`config.mk`:
```
export PLATFORM = sky130hd
export DESIGN_NAME = json_string_unescape_utf8
export DESIGN_NICKNAME = d
export VERILOG_FILES = /design/src/rtl/jsu_pkg.sv /design/src/rtl/jsu_front.sv /design/src/rtl/jsu_queue.sv /design/src/rtl/jsu_back.sv /design/src/rtl/json_string_unescape_utf8.sv
export SDC_FILE = /design/constraint.sdc
export NUM_CORES = 1
export LEC_CHECK = 0
export BUFFER_PORTS_ARGS = -buffer_cell sky130_fd_sc_hd__buf_4
export CELL_PAD_IN_SITES_DETAIL_PLACEMENT = 0
export CELL_PAD_IN_SITES_GLOBAL_PLACEMENT = 2
export CORE_ASPECT_RATIO = 0.75
export CORE_MARGIN = 10
export CORE_UTILIZATION = 39
export DETAILED_ROUTE_END_ITERATION = 6
export PLACE_DENSITY = 0.84
export SYNTH_ARGS = -nofsm -noshare
export SYNTH_HDL_FRONTEND = slang
export SYNTH_SLANG_ARGS = --single-unit
export TNS_END_PERCENT = 30
```
`constraint.sdc`:
```
create_clock -name clock -period 14.61 [get_ports clock]
set_input_delay 1.461 -clock clock [delete_from_list [all_inputs] [get_ports clock]]
set_output_delay 1.461 -clock clock [all_outputs]
set_load 0.02 [all_outputs]
```
`src/rtl/jsu_pkg.sv`:
```
// Shared types, codes and the UTF-8 encoder for the JSON string unescaper.
// No dependencies; every other file in rtl/ imports this package.
package jsu_pkg;

   localparam int unsigned QueueDepth = 4;
   localparam int unsigned QPtrW      = $clog2(QueueDepth);

   localparam logic [15:0] CapReset = 16'd4096;

   // result kinds seen on the rsp channel
   localparam logic [1:0] KIND_DATA  = 2'd0;
   localparam logic [1:0] KIND_DONE  = 2'd1;
   localparam logic [1:0] KIND_ERROR = 2'd2;

   typedef struct packed {
      logic [7:0] in_byte;
      logic       start_req;
   } req_type;

   typedef struct packed {
      logic [7:0]  out_byte;
      logic [1:0]  kind;
      logic [15:0] out_length;
      logic        last;
   } rsp_type;

   typedef enum logic [1:0] {
      TAIL_NONE,
      TAIL_DONE,
      TAIL_ERROR
   } tail_type;

   // one decoded request: up to six data bytes, then an optional done/error
   typedef struct packed {
      logic [5:0][7:0] bytes;
      logic [2:0]      nbytes;
      tail_type        tail;
      logic [15:0]     length;
   } cmd_type;

   typedef struct packed {
      logic [3:0][7:0] bytes;
      logic [2:0]      len;
   } utf8_type;

   // Encode a code point as UTF-8; raw passes the low byte through as is.
   function automatic utf8_type utf8_encode(input logic [20:0] cp, input logic raw);
      utf8_type r;
      r.bytes = '0;
      r.len   = 3'd1;
      if (raw || cp < 21'h80) begin
         r.bytes[0] = cp[7:0];
      end else if (cp < 21'h800) begin
         r.bytes[0] = {3'b110, cp[10:6]};
         r.bytes[1] = {2'b10, cp[5:0]};
         r.len      = 3'd2;
      end else if (cp < 21'h10000) begin
         r.bytes[0] = {4'b1110, cp[15:12]};
         r.bytes[1] = {2'b10, cp[11:6]};
         r.bytes[2] = {2'b10, cp[5:0]};
         r.len      = 3'd3;
      end else begin
         r.bytes[0] = {5'b11110, cp[20:18]};
         r.bytes[1] = {2'b10, cp[17:12]};
         r.bytes[2] = {2'b10, cp[11:6]};
         r.bytes[3] = {2'b10, cp[5:0]};
         r.len      = 3'd4;
      end
      return r;
   endfunction

endpackage

```
`src/rtl/jsu_front.sv`:
```
// Front end: accepts raw string bytes, runs the escape parser and capacity
// check, and pushes at most one decoded command per request. Depends on jsu_pkg.
module jsu_front (
   input  logic             clock,
   input  logic             reset,
   input  logic             req_valid,
   output logic             req_ready,
   input  jsu_pkg::req_type req_data,
   input  logic [15:0]      out_capacity,
   output logic             cmd_push,
   output jsu_pkg::cmd_type cmd_data,
   input  logic             cmd_full
);
   import jsu_pkg::*;

   localparam logic [7:0] ChQuote = 8'h22;
   localparam logic [7:0] ChBslash = 8'h5C;
   localparam logic [7:0] ChU = 8'h75;

   typedef enum logic [2:0] {
      PH_IDLE,
      PH_STR,
      PH_ESC,
      PH_HEX,
      PH_PEND,
      PH_PEND_ESC,
      PH_LOHEX
   } phase_type;

   typedef struct packed {
      logic        en;
      logic        raw;
      logic [20:0] cp;
   } slot_type;

   typedef struct packed {
      slot_type  s;
      tail_type  t;
      phase_type ph;
   } step_type;

   phase_type   phase_ff, phase_in;
   logic [1:0]  cnt_ff, cnt_in;
   logic [15:0] acc_ff, acc_in;
   logic [9:0]  pend_ff, pend_in;
   logic [15:0] stored_ff, stored_in;

   function automatic logic is_hex(input logic [7:0] c);
      return (c inside {[8'h30:8'h39], [8'h41:8'h46], [8'h61:8'h66]});
   endfunction

   function automatic logic [3:0] hex_val(input logic [7:0] c);
      logic [3:0] v;
      v = 4'd0;
      if (c inside {[8'h30:8'h39]}) v = c[3:0];
      else if (c inside {[8'h41:8'h46], [8'h61:8'h66]}) v = c[3:0] + 4'd9;
      return v;
   endfunction

   function automatic step_type string_byte(input logic [7:0] c);
      step_type r;
      r = '{s: '0, t: TAIL_NONE, ph: PH_STR};
      if (c == ChQuote) begin
         r.t  = TAIL_DONE;
         r.ph = PH_IDLE;
      end else if (c == 8'h00) begin
         r.t  = TAIL_ERROR;
         r.ph = PH_IDLE;
      end else if (c == ChBslash) begin
         r.ph = PH_ESC;
      end else begin
         r.s = '{en: 1'b1, raw: 1'b1, cp: {13'd0, c}};
      end
      return r;
   endfunction

   function automatic step_type escape_char(input logic [7:0] c);
      step_type r;
      r = '{s: '{en: 1'b1, raw: 1'b1, cp: {13'd0, c}}, t: TAIL_NONE, ph: PH_STR};
      case (c)
         8'h62: r.s.cp = 21'h08;
         8'h66: r.s.cp = 21'h0C;
         8'h6E: r.s.cp = 21'h0A;
         8'h72: r.s.cp = 21'h0D;
         8'h74: r.s.cp = 21'h09;
         ChU: begin
            r.s.en = 1'b0;
            r.ph   = PH_HEX;
         end
         8'h00: begin
            r.s.en = 1'b0;
            r.t    = TAIL_ERROR;
            r.ph   = PH_IDLE;
         end
         default: ;
      endcase
      return r;
   endfunction

   logic        accept;
   logic [7:0]  c;
   logic [15:0] acc_shift;
   logic [15:0] base;
   slot_type    s1, s2, pend_slot;
   tail_type    tail;
   step_type    r;
   utf8_type    e1, e2;
   logic        fit1, fit2;
   logic [2:0]  n1, n2;
   logic [15:0] cnt1, cnt2;

   assign accept    = req_valid && req_ready;
   assign req_ready = !cmd_full;
   assign c         = req_data.in_byte;
   assign acc_shift = {acc_ff[11:0], hex_val(c)};
   assign pend_slot = '{en: 1'b1, raw: 1'b0, cp: {5'd0, 6'b110110, pend_ff}};

   always_comb begin
      phase_in = phase_ff;
      cnt_in   = cnt_ff;
      acc_in   = acc_ff;
      pend_in  = pend_ff;
      base     = stored_ff;
      s1       = '0;
      s2       = '0;
      tail     = TAIL_NONE;
      r        = '{s: '0, t: TAIL_NONE, ph: PH_IDLE};
      if (req_data.start_req) begin
         // drop whatever string was in progress
         base    = '0;
         cnt_in  = '0;
         pend_in = '0;
         if (out_capacity == 16'd0 || c != ChQuote) begin
            tail     = TAIL_ERROR;
            phase_in = PH_IDLE;
         end else begin
            phase_in = PH_STR;
         end
      end else begin
         case (phase_ff)
            PH_STR: begin
               r        = string_byte(c);
               s1       = r.s;
               tail     = r.t;
               phase_in = r.ph;
            end
            PH_ESC: begin
               r        = escape_char(c);
               s1       = r.s;
               tail     = r.t;
               phase_in = r.ph;
               cnt_in   = '0;
            end
            PH_HEX, PH_LOHEX: begin
               if (!is_hex(c)) begin
                  if (phase_ff == PH_LOHEX) s1 = pend_slot;
                  tail     = TAIL_ERROR;
                  phase_in = PH_IDLE;
               end else begin
                  acc_in = acc_shift;
                  cnt_in = cnt_ff + 2'd1;
                  if (cnt_ff == 2'd3) begin
                     if (phase_ff == PH_LOHEX && acc_shift[15:10] == 6'b110111) begin
                        // combine the surrogate pair
                        s1 = '{en: 1'b1, raw: 1'b0,
                               cp: {1'b0, pend_ff, acc_shift[9:0]} + 21'h10000};
                        phase_in = PH_STR;
                     end else begin
                        if (phase_ff == PH_LOHEX) s1 = pend_slot;
                        if (acc_shift[15:10] == 6'b110110) begin
                           pend_in  = acc_shift[9:0];
                           phase_in = PH_PEND;
                        end else begin
                           if (phase_ff == PH_LOHEX)
                              s2 = '{en: 1'b1, raw: 1'b0, cp: {5'd0, acc_shift}};
                           else
                              s1 = '{en: 1'b1, raw: 1'b0, cp: {5'd0, acc_shift}};
                           phase_in = PH_STR;
                        end
                     end
                  end
               end
            end
            PH_PEND: begin
               if (c == ChBslash) begin
                  phase_in = PH_PEND_ESC;
               end else begin
                  r        = string_byte(c);
                  s1       = pend_slot;
                  s2       = r.s;
                  tail     = r.t;
                  phase_in = r.ph;
               end
            end
            PH_PEND_ESC: begin
               cnt_in = '0;
               if (c == ChU) begin
                  phase_in = PH_LOHEX;
               end else begin
                  r        = escape_char(c);
                  s1       = pend_slot;
                  s2       = r.s;
                  tail     = r.t;
                  phase_in = r.ph;
               end
            end
            default: phase_in = PH_IDLE;
         endcase
      end
   end

   // capacity check: a character is stored whole or dropped whole
   always_comb begin
      e1   = utf8_encode(s1.cp, s1.raw);
      e2   = utf8_encode(s2.cp, s2.raw);
      fit1 = s1.en && ({2'd0, base} + {15'd0, e1.len} + 18'd1 <= {2'd0, out_capacity});
      n1   = fit1 ? e1.len : 3'd0;
      cnt1 = base + {13'd0, n1};
      fit2 = s2.en && ({2'd0, cnt1} + {15'd0, e2.len} + 18'd1 <= {2'd0, out_capacity});
      n2   = fit2 ? e2.len : 3'd0;
      cnt2 = cnt1 + {13'd0, n2};
   end

   always_comb begin
      logic [2:0] kk;
      logic [2:0] idx2;
      for (int k = 0; k < 6; k++) begin
         kk   = 3'(k);
         idx2 = kk - n1;
         if (kk < n1) cmd_data.bytes[k] = e1.bytes[kk[1:0]];
         else         cmd_data.bytes[k] = e2.bytes[idx2[1:0]];
      end
      cmd_data.nbytes = n1 + n2;
      cmd_data.tail   = tail;
      cmd_data.length = (tail == TAIL_DONE) ? cnt2 : 16'd0;
   end

   assign stored_in = cnt2;
   assign cmd_push  = accept && ((n1 + n2) != 3'd0 || tail != TAIL_NONE);

   always_ff @(posedge clock) begin
      if (reset) begin
         phase_ff  <= PH_IDLE;
         cnt_ff    <= '0;
         acc_ff    <= '0;
         pend_ff   <= '0;
         stored_ff <= '0;
      end else if (accept) begin
         phase_ff  <= phase_in;
         cnt_ff    <= cnt_in;
         acc_ff    <= acc_in;
         pend_ff   <= pend_in;
         stored_ff <= stored_in;
      end
   end

endmodule

```
`src/rtl/jsu_queue.sv`:
```
// Command queue between the front end and the serializer.
// Small register FIFO of jsu_pkg::cmd_type entries. Depends on jsu_pkg.
module jsu_queue (
   input  logic             clock,
   input  logic             reset,
   input  logic             push,
   input  jsu_pkg::cmd_type push_data,
   output logic             full,
   input  logic             pop,
   output logic             head_valid,
   output jsu_pkg::cmd_type head_data
);
   import jsu_pkg::*;

   cmd_type            mem_ff [QueueDepth];
   logic [QPtrW-1:0]   wr_ptr_ff, rd_ptr_ff;
   logic [QPtrW:0]     count_ff, count_in;
   logic               do_push, do_pop;

   assign full       = (count_ff == (QPtrW + 1)'(QueueDepth));
   assign head_valid = (count_ff != '0);
   assign head_data  = mem_ff[rd_ptr_ff];
   assign do_push    = push && !full;
   assign do_pop     = pop && head_valid;

   always_comb begin
      count_in = count_ff;
      if (do_push && !do_pop)      count_in = count_ff + 1'b1;
      else if (do_pop && !do_push) count_in = count_ff - 1'b1;
   end

   always_ff @(posedge clock) begin
      if (reset) begin
         wr_ptr_ff <= '0;
         rd_ptr_ff <= '0;
         count_ff  <= '0;
      end else begin
         if (do_push) wr_ptr_ff <= wr_ptr_ff + 1'b1;
         if (do_pop)  rd_ptr_ff <= rd_ptr_ff + 1'b1;
         count_ff <= count_in;
      end
   end

   always_ff @(posedge clock) begin
      if (do_push) mem_ff[wr_ptr_ff] <= push_data;
   end

endmodule

```
`src/rtl/jsu_back.sv`:
```
// Back end: walks the head command one result per cycle into the registered
// rsp output stage while the receiver keeps up. Depends on jsu_pkg.
module jsu_back (
   input  logic             clock,
   input  logic             reset,
   input  logic             head_valid,
   input  jsu_pkg::cmd_type head_data,
   output logic             pop,
   output logic             rsp_valid,
   input  logic             rsp_ready,
   output jsu_pkg::rsp_type rsp_data
);
   import jsu_pkg::*;

   logic       rsp_valid_ff, rsp_valid_in;
   rsp_type    rsp_data_ff, rsp_data_in;
   logic [2:0] idx_ff, idx_in;
   logic [2:0] total;
   logic       load, final_item;

   assign total      = head_data.nbytes + {2'd0, head_data.tail != TAIL_NONE};
   assign final_item = (idx_ff == total - 3'd1);
   assign load       = head_valid && (!rsp_valid_ff || rsp_ready);
   assign pop        = load && final_item;

   always_comb begin
      rsp_data_in  = rsp_data_ff;
      rsp_valid_in = rsp_valid_ff && !rsp_ready;
      idx_in       = idx_ff;
      if (load) begin
         rsp_valid_in = 1'b1;
         rsp_data_in  = '0;
         if (idx_ff < head_data.nbytes) begin
            rsp_data_in.out_byte = head_data.bytes[idx_ff];
            rsp_data_in.kind     = KIND_DATA;
         end else if (head_data.tail == TAIL_DONE) begin
            rsp_data_in.kind       = KIND_DONE;
            rsp_data_in.out_length = head_data.length;
         end else begin
            rsp_data_in.kind = KIND_ERROR;
         end
         rsp_data_in.last = final_item;
         idx_in = final_item ? 3'd0 : idx_ff + 3'd1;
      end
   end

   always_ff @(posedge clock) begin
      if (reset) begin
         rsp_valid_ff <= 1'b0;
         idx_ff       <= '0;
      end else begin
         rsp_valid_ff <= rsp_valid_in;
         idx_ff       <= idx_in;
      end
   end

   always_ff @(posedge clock) begin
      rsp_data_ff <= rsp_data_in;
   end

   assign rsp_valid = rsp_valid_ff;
   assign rsp_data  = rsp_data_ff;

endmodule

```
`src/rtl/json_string_unescape_utf8.sv`:
```
// Top level of the JSON string unescaper: capacity register, front end,
// command queue and serializer. Depends on jsu_pkg and the jsu_* modules.
//
// Usage:
//  - req channel (valid/ready) carries one raw byte of a quoted string per
//    request; start_req marks the opening quote of a new string.
//  - rsp channel (valid/ready) carries results: data bytes (kind 0), a done
//    result with the stored length (kind 1) or an error (kind 2); last flags
//    the final result caused by one request. Dropped bytes give no result.
//  - csr_wr_en/csr_wr_data write out_capacity (buffer size including the
//    terminator); write it only while the block is idle.
// Throughput: one request per cycle while the queue is not full. A request
// yields zero to six results, and the serializer drains one result per
// cycle while the receiver is ready.
// Each result passes through the queue entry, written when the request is
// accepted, and then the output register, loaded from the queue head.
// Reset clears the parser to idle, the queue and the output stage, and loads
// out_capacity with 4096. When the receiver stalls, the output register
// holds, the four-entry queue fills, and req_ready drops once it is full.
module json_string_unescape_utf8 (
   input  logic             clock,
   input  logic             reset,
   input  logic             req_valid,
   output logic             req_ready,
   input  jsu_pkg::req_type req_data,
   output logic             rsp_valid,
   input  logic             rsp_ready,
   output jsu_pkg::rsp_type rsp_data,
   input  logic             csr_wr_en,
   input  logic [15:0]      csr_wr_data
);
   import jsu_pkg::*;

   logic [15:0] cap_ff;
   logic        cmd_push, cmd_full, cmd_pop, head_valid;
   cmd_type     cmd_data, head_data;

   // hold the capacity register; load it on every write strobe
   always_ff @(posedge clock) begin
      if (reset) begin
         cap_ff <= CapReset;
      end else if (csr_wr_en) begin
         cap_ff <= csr_wr_data;
      end
   end

   // parse and size each request
   jsu_front u_front (
      .clock        (clock),
      .reset        (reset),
      .req_valid    (req_valid),
      .req_ready    (req_ready),
      .req_data     (req_data),
      .out_capacity (cap_ff),
      .cmd_push     (cmd_push),
      .cmd_data     (cmd_data),
      .cmd_full     (cmd_full)
   );

   // decouple parsing from output stalls
   jsu_queue u_queue (
      .clock      (clock),
      .reset      (reset),
      .push       (cmd_push),
      .push_data  (cmd_data),
      .full       (cmd_full),
      .pop        (cmd_pop),
      .head_valid (head_valid),
      .head_data  (head_data)
   );

   // emit results one per cycle while the receiver is ready
   jsu_back u_back (
      .clock      (clock),
      .reset      (reset),
      .head_valid (head_valid),
      .head_data  (head_data),
      .pop        (cmd_pop),
      .rsp_valid  (rsp_valid),
      .rsp_ready  (rsp_ready),
      .rsp_data   (rsp_data)
   );

endmodule

```
======== Yosys cells after proc, flatten, opt, wreduce, memory -nomap -nowiden ========
Memories as Yosys holds them, arrays and structs flattened. A register that Yosys moved wholly into a read port is not among the register bits.
Cells that the tools add are included.
storage, ports and cells
  memory bits (writable) .................. 276
  memories ................................ 1
  register bits after elaboration ......... 97
  memory bits (read-only) ................. 0
  latch bits .............................. 0
  bits of input ports ..................... 30
  output and inout port bits .............. 29
cells by class
  order comparisons ....................... 28
  shift operators ......................... 0
  bitwise logic cells ..................... 2
  eq/ne operators ......................... 25
  $mul .................................... 0
  add/subtract/negate cells ............... 23
  muxes and demuxes ....................... 107
  divide/modulo/power cells ............... 0
  reductions and logical operators ........ 47
memories
  memory          words  width  rd ports  clocked after memory_dff  write ports  RTL line         text
  u_queue.mem_ff  4      69     1         1                         1            jsu_queue.sv:15  cmd_type mem_ff [QueueDepth];
operator list
  kind                    number
  $mux 23                 22
  $mux 8                  17
  $pmux 23 s5             1
  $bmux 8 s2              6
  $pmux 23 s3             1
  $mux 16                 4
  $mux 10                 6
  $eq 8x7->1 const B      7
  $mux 25                 2
  $mux 24                 2
  $mux 3                  15
  $lt 21x12->1 const B    2
  $lt 21x17->1 const B    2
  $lt 21x8->1 const B     2
  $pmux 8 s5              1
  $mux 19                 2
  $add 18x1->18 const B   2
  $le 18x16->1            2
  $add 16x3->17           2
  $add 16x3->16           2
  $bmux 8 s3              1
  $mux 2                  12
  $add 20x17->21 const B  1
  $lt 2x3->1 const B      6
  other kinds (48)        112

======== Logic depth before layout (Yosys ltp) ========
Gate-level depths: netlist (run 1).
  depth in word-level cells ............... 36
  gate-level depth with buffers ........... 65

======== Cells and area by module ========
A second synthesis (run 1) with hierarchy kept.
second synthesis, totals
  cells, all modules ...................... 1709
  area, all modules ....................... 20024.2 µm²
modules (own cells, without submodules)
  module                     times used  cells an instance  seq. area each (µm²)  area an instance (µm²)
  jsu_queue                  1           409                8468.1                10423.7
  jsu_front                  1           1114               860.8                 7354.6
  jsu_back                   1           134                890.9                 1664.1
  json_string_unescape_utf8  1           52                 320.3                 581.8

======== Least setup slack after synthesis (run 1) ========
No wires, ideal clock.
  path kind ............................... input-to-reg
  start ................................... in req_data[2] (netlist bit)
  end ..................................... mem u_queue.mem_ff[0][0] (netlist bit) (enable)
  cell stages on the path ................. 55
  setup time .............................. 0.435 ns
  path buffers ............................ 1
  data required time ...................... 14.175 ns
  arrival time ............................ 14.772 ns
  slack ................................... -0.597 ns
  cells stage by stage .................... inv_1 ha_1 nor2_1 a2111oi_2 o21ai_2 a31o_2 a221o_1 o31a_1 o21ai_0 nor2_1 fa_1 a21oi_2 xor2_1 nor3_1 o21ai_0 nor4_1 nand2_1 a211oi_1 (+19 left out) a211oi_1 a211oi_1 o21ai_0 nor3b_1 o2111ai_1 nor4_2 xnor2_1 ha_1 nand4_1 or4_1 o21ai_0 a21oi_1 or3_1 nor3_1 fa_1 o31ai_1 a31oi_4 and2_1
on the way
  longest elaborated chain between the ends .. 34
  elaborated cells between the ends (all ways) .. 95
  those cells by class .................... add/sub: 8; order compare: 14; eq/ne: 9; mux: 47; reduce/logical: 17
ends and longest elaborated chain
  element                                                  RTL line                         text
  start: declaration                                       json_string_unescape_utf8.sv:25  input jsu_pkg::req_type req_data,
  branches (longest 29 deep; another with $add 20x17->21)  n/a
  $logic_or 1x1->1 *                                       jsu_front.sv:239                 assign cmd_push = accept && ((n1 + n2) != 3'd0 || tail != TAIL_NONE);
  $logic_and 1x1->1 *                                      jsu_front.sv:239
  $logic_and 1x1->1 *                                      jsu_queue.sv:23                  assign do_push = push && !full;
  net u_queue.do_push                                      jsu_queue.sv:18                  logic do_push, do_pop;
  $mux 1 *                                                 jsu_queue.sv:45                  if (do_push) mem_ff[wr_ptr_ff] <= push_data;
  $mux 1 (not written as such) *                           jsu_queue.sv:45
  end: declaration                                         jsu_queue.sv:15
Mark *: on every way through the listed nets, which the timed path passes.

==> results.json, run 1 <==
{
  "power_density_mw_per_mm2": 123,
  "antenna_left": 0,
  "drive_above_1_share_pct": 23.4,
  "fin_crit_ns": 13.97,
  "grt_pass1_vias": 14800,
  "synth_warnings": 0,
  "dpl.hpwl_um": 45100,
  "seq_area_mm2": 0.0105,
  "clk_latency_ns": 0.58,
  "diodes": 0,
  "cts_buffers": 39,
  "first_pass_iters": 5,
  "setup_viol": 0,
  "skew_ns": 0.0355,
  "tightest_slew_ns": 1.19,
  "synth_compound_area_share_pct": 12.6,
  "synth_top_area_share_pct": 44.9,
  "routed_wl_um": 61300,
  "status": "complete, no violations",
  "cts_buffer_depth": 3,
  "p_leak_nw": 8.44,
  "syn_area_mm2": 0.0203,
  "nFillCells": 4660,
  "fp.dieH_um": 217,
  "clkSlewWorstSetupHoldPaths_ns": 0.06,
  "relSlewSlack_pct": 20.5,
  "ys_types": 101,
  "die_x_um": 283,
  "antenna_found_initial": 0,
  "grt_max_degree": 72,
  "ys_async_sr_fraction_pct": 0,
  "grt_usage_pct": 19.4,
  "io_pins": 59,
  "synth-simple-area-share_pct": 14.0,
  "dp.cells": 2580,
  "synth_area_per_cell_um2": 11.8,
  "hold_buffers": 0,
  "peakVddDrop_mv": 0.0778,
  "synth_cells": 1714,
  "final_cells": 2652,
  "worst_setup_path_end_kind": "register",
  "cp_max_fo": 7,
  "cts_num_sinks": 375,
  "cp_slowest_cell": "fa_2",
  "port_buffers": 58,
  "drv_cap": 0,
  "synth-adder-area-share_pct": 4.47,
  "min_path_cells": 2,
  "synth_seq_cells": 375,
  "holdWs_ns": 0.475,
  "fmax_mhz": 71.6,
  "yosys-top-cells-area": "edfxtp_1, mux4_2, dfxtp_1",
  "cp.required_ns": 15.10,
  "die-area_mm2": 0.0616,
  "num_vias": 15300,
  "ys_seq_area_share_pct": 52.0,
  "start_kind": "input pin",
  "grt_overflow": 0,
  "yosys.area.top_type": "edfxtp_1",
  "synth-xor-area-share_pct": 3.50,
  "synth_edf_count": 303,
  "num_rows": 72,
  "final_hold_viol_count": 0,
  "cts_tree": "built",
  "start_util_pct": 39.4,
  "cts_max_level": 2,
  "drt_iter0_drc": 1683,
  "cp_slowest_stage_delay_ns": 0.59,
  "final_core_util_pct": 46.9,
  "slew_violations": 0,
  "multi_input_area_mm2": 0.00934,
  "grt_pass1_wl_um": 92800,
  "synth_mux_area_share_pct": 10.5,
  "rr_worst_depth": 59,
  "hp-class": "register to register",
  "root_buffer": "clkbuf_16",
  "crit_top_cell": "buf_4",
  "finalSetupTns_ns": 0,
  "crit_type": "input pin to register",
  "place_congestion": 0.937,
  "drc": 0,
  "ys.flop_type": "edfxtp_1",
  "arrival_ns": 14.46,
  "num-nets-final": 2018,
  "wire_per_inst_um": 23.1,
  "via_per_inst": 5.75,
  "synthToLayoutAreaGrowth_pct": 19.1,
  "synth_top_family_by_area": "simple AND/OR/NAND/NOR gates",
  "totalPowerFinal_w": 0.00298,
  "core_mm2": 0.0514,
  "finalCritPeriodShare_pct": 95.6
}
==> cell usage in the layout, fill, tap and decap left out, types with 30 or more instances in the layout <==
cell / Yosys / layout
ha_1: 62 / 61
edfxtp_1: 303 / 303
nand2_1: 130 / 130
a21oi_1: 82 / 79
nand3_1: 31 / 30
nor2_1: 173 / 171
buf_4: 4 / 232
inv_1: 56 / 55
clkbuf_16: 0 / 39
mux4_2: 77 / 77
xnor2_1: 52 / 52
o21ai_0: 64 / 62
dfxtp_1: 72 / 70
nor3_1: 37 / 35
==> cell families (layout without fill, tap and decap cells) <==
| group | after synthesis | after routing |
|---|---|---|
| AOI/OAI and AO/OA | 368 | 368 |
| xor gates and xnor gates | 80 | 80 |
| adders and majority gates | 69 | 69 |
| buffers and inverters | 145 | 369 |
| DFF | 375 | 375 |
| muxes | 115 | 115 |
| other | 1 | 12 |
| and+or+nand+nor | 561 | 561 |
==> area by class of cell <==
| class | count | share of cell area, % |
|---|---|---|
| Clock buffer | 44 | 4.17 |
| Timing Repair Buffer | 240 | 7.88 |
| Tap cell | 703 | 3.65 |
| Inverter | 59 | 0.918 |
| Multi-Input combinational cell | 1205 | 38.7 |
| Clock inverter | 26 | 0.970 |
| Sequential cell | 375 | 43.7 |
==> metal layers <==
layer | part of all wire, % | global-route usage [%] | wire [um]
met1 | 49 | 29.6 | 30000
met2 | 41 | 26.9 | 24900
met3 | 8.5 | 4.36 | 5210
met4 | 1.9 | 5.05 | 1140
met5 | 0 | 0.390 | 0
==> sequential cells by signal (all words and copies together), names as in the netlist, 3 cells and up, named ones only <==
signal / cells
cap_ff: 16
u_back.idx_ff: 3
u_back.rsp_data: 27
u_front.acc_ff: 12
u_front.pend_ff: 10
u_front.phase_ff: 3
u_front.stored_ff: 16
u_queue.count_ff: 3
u_queue.mem_ff: 276
==> report_power, final <==
part	internal [W]	switching, W
sequential	0.00127	0.0000753
clock	0.000554	0.000434
combinational	0.000286	0.000360
==> worst max-delay path: cells and delay by family <==
| family | cells | cell delay (ns) |
|---|---|---|
| AO/OA/AOI/OAI | 23 | 4.62 |
| XOR/XNOR | 3 | 0.38 |
| adder cells (fa/ha/maj) | 11 | 3.30 |
| buffers and inverters | 12 | 1.64 |
| multiplexers | 1 | 0.12 |
| AND/OR/NAND/NOR | 14 | 2.91 |
==> synth_stat cells (all sizes together), types with 8 or more instances <==
master	n
edfxtp	303
nor2	175
nand2	132
a21oi	83
mux4	77
dfxtp	72
o21ai	71
ha	62
inv	57
clkbuf	56
xnor2	53
nor3	37
a211oi	31
nand3	31
buf	30
and3	28
mux2i	27
xor2	27
nor4	22
o22ai	20
and2	19
nor2b	19
nand4	17
a22oi	16
nand2b	16
a21o	15
o211ai	15
a22o	12
a31oi	12
o31ai	12
or3	12
mux2	11
nor3b	10
a2111oi	9
or4	9
nand4b	8
==> path summary, 6_finish.rpt <==
check / start / end / slack, ns
worst min register to register: u_front.stored_ff[1] / u_front.stored_ff[1] / 0.48
worst max register to register: u_front.acc_ff[7] / u_queue.count_ff[2] / 1.14
worst min-delay path: u_front.stored_ff[1] / u_front.stored_ff[1] / 0.48
worst max-delay path: req_data[2] / u_queue.count_ff[2] / 0.64
==> timing repair <==
item / in CTS / in global routing
setup buffers: 0 / 2
gates resized for setup: 0 / 32
endpoints found under the setup margin: 0 / 349
==> metrics by stage <==
| stage | instance area, um^2 | setup WS [ns] |
|---|---|---|
| after floorplan | 20300 | 0.0954 |
| after global placement | 22700 | -0.0387 |
| after detailed placement | 22700 | -0.429 |
| after CTS | 24000 | 0.142 |
| after global routing | 24100 | -0.0623 |
| final | 24100 | 0.637 |
Power figures use the tool's default switching activity.
==> run 2, diff against run 1 <==
--- a/config.mk
+++ b/config.mk
@@ -11,8 +11,10 @@
 export CORE_ASPECT_RATIO = 0.75
 export CORE_MARGIN = 10
 export CORE_UTILIZATION = 39
+export CTS_BUF_LIST = sky130_fd_sc_hd__clkbuf_4 sky130_fd_sc_hd__clkbuf_8 sky130_fd_sc_hd__clkbuf_16
 export DETAILED_ROUTE_END_ITERATION = 6
 export PLACE_DENSITY = 0.84
+export SETUP_SLACK_MARGIN = 0.5
 export SYNTH_ARGS = -nofsm -noshare
 export SYNTH_HDL_FRONTEND = slang
 export SYNTH_SLANG_ARGS = --single-unit
==> results.json, run 2 (same netlist as run 1, synthesis figures left out) <==
{
  "fp.dieH_um": 217,
  "power_density_mw_per_mm2": 125,
  "num_rows": 72,
  "p_sw_w": 0.000882,
  "first_pass_iters": 5,
  "slew_violations": 0,
  "drv_cap": 0,
  "p_sw_share_pct": 29.0,
  "layout_common_cells": "edfxtp_1, buf_4, nor2_1",
  "relSlewSlack_pct": 17.9,
  "arrival_ns": 14.18,
  "rr_worst_depth": 55,
  "layout_setup_ws_ns": 0.931,
  "setup_viol": 0,
  "core_mm2": 0.0514,
  "synthToLayoutAreaGrowth_pct": 20.0,
  "start_kind": "input pin",
  "final_hold_viol_count": 0,
  "reg2reg_from": "u_front.acc_ff[8]",
  "wire_per_inst_um": 23.4,
  "worst_setup_path_end_kind": "register",
  "crit_top_cell": "buf_4",
  "cp_slowest_cell": "or4_1",
  "status": "complete, no violations",
  "grt_overflow": 0,
  "nFillCells": 4661,
  "drive_above_1_share_pct": 24.7,
  "cp-endpoint": "u_queue.count_ff[2]",
  "die-area_mm2": 0.0616,
  "drt_iter0_drc": 1430,
  "fin_crit_ns": 13.68,
  "cts_tree": "built",
  "place_ws_ns": -0.204,
  "r2r_end": "u_queue.count_ff[2]",
  "ff2ff_setup_slack_ns": 1.42,
  "grt_max_degree": 72,
  "dpl.hpwl_um": 45000,
  "port_buffers": 58,
  "skew_ns": 0.0287,
  "grt_pass1_vias": 14500,
  "clkSlewWorstSetupHoldPaths_ns": 0.06,
  "clkPwrFrac_pct": 34.5,
  "die_x_um": 283,
  "cts_buffer_depth": 3,
  "dp.cells": 2539,
  "cp.required_ns": 15.11,
  "cts_num_sinks": 375,
  "crit_type": "input pin to register",
  "antenna_found_initial": 0,
  "cp_slowest_stage_delay_ns": 0.53,
  "top_register": "u_queue.mem_ff",
  "rsz0062_at_grt": "false",
  "p_comb_share_pct": 21.3,
  "io_pins": 59,
  "finalSetupTns_ns": 0,
  "clk_latency_ns": 0.59,
  "tightest_slew_ns": 1.22,
  "num-nets-final": 1989,
  "fmax_mhz": 73.1,
  "grt_usage_pct": 19.3,
  "start_util_pct": 39.4,
  "hp-class": "register to register",
  "cp_max_fo": 6,
  "peakVddDrop_mv": 0.109,
  "root_buffer": "clkbuf_16",
  "cp_top_family": "simple AND/OR/NAND/NOR gates",
  "finalCritPeriodShare_pct": 93.6,
  "routed_wl_um": 61500,
  "via_per_inst": 5.80,
  "diodes": 0,
  "p_leak_nw": 8.44,
  "crit_buf_inv": 8,
  "crit_start": "req_data[2]",
  "grt_pass1_wl_um": 92200,
  "largest_register_ffs": 276,
  "drc": 0,
  "p_int_w": 0.00215,
  "seqPwrFrac_pct": 44.2,
  "final_cells": 2625,
  "place_congestion": 0.935,
  "cts_max_level": 2,
  "cts_buffers": 39,
  "num_vias": 15200,
  "final_common_cell": "edfxtp_1",
  "antenna_left": 0,
  "path_depth": 59
}
## run 2: cell types whose count changed in the layout (fill, tap and decap cells not counted), sizes merged
cell and delta:
buf -29, bufinv +2, clkbuf -1, clkinvlp +1
## run 2: layout make-up
cell class              instances  area [um^2]  share of cell area [%]
repair buffers                211         1710                    7.03
flip-flops and latches        375        10500                    43.4
well taps                     703          880                    3.62
clock inverters                29          334                    1.37
inverters                      59          221                   0.911
multi-input cells            1205         9590                    39.5
clock buffers                  43         1020                    4.19
## run 2: worst min-delay path by stage
stage	startpoint	end	slack, ns	depth (start not counted)
after floorplan	u_front.stored_ff[0]	u_front.stored_ff[0]	0.43	2
after global placement	u_front.stored_ff[0]	u_front.stored_ff[0]	0.44	2
after detailed placement	u_front.stored_ff[0]	u_front.stored_ff[0]	0.45	2
after CTS	u_front.stored_ff[0]	u_front.stored_ff[0]	0.46	2
after global routing	u_front.stored_ff[0]	u_front.stored_ff[0]	0.50	2
final	u_front.stored_ff[0]	u_front.stored_ff[0]	0.46	2
## run 2: timing repair
item | CTS | global route
endpoints found under the setup margin | 2 | 343
gates resized for setup | 5 | 78
pin swaps | 1 | 33
hold endpoints to repair | 0 | 0
setup buffers | 0 | 14
hold buffers | 0 | 0
## run 2: layer usage
metal | routed length (um) | GRT usage [%]
met1 | 29600 | 29.2
met2 | 25700 | 27.3
met3 | 4840 | 4.42
met4 | 1210 | 4.76
met5 | 63 | 1.48
## run 2: worst min-delay path, stage by stage (launching register included)
cell	delay (ns)
dfxtp_1	0.31
nand2_1	0.05
a21oi_1	0.05
## run 2: power by group through the flow
stage	clock network, W	registers (W)	logic (W)
after detailed placement	0	0.00136	0.000639
after floorplan	0	0.00137	0.000396
after global placement	0	0.00136	0.000632
after CTS	0.00107	0.00134	0.000643
after global routing	0.00112	0.00136	0.000706
final	0.00105	0.00134	0.000647
## run 2: per-stage QoR
stage	hold WS (ns)	area, um^2	power [W]	util, %
3_5_place_dp	0.454	22500	0.00200	43.7
6_report	0.459	24300	0.00304	47.2
4_1_cts	0.464	23900	0.00306	46.4
2_1_floorplan	0.432	20300	0.00177	-
3_3_place_gp	0.444	22500	0.00199	43.7
5_1_grt	0.499	24300	0.00318	47.2
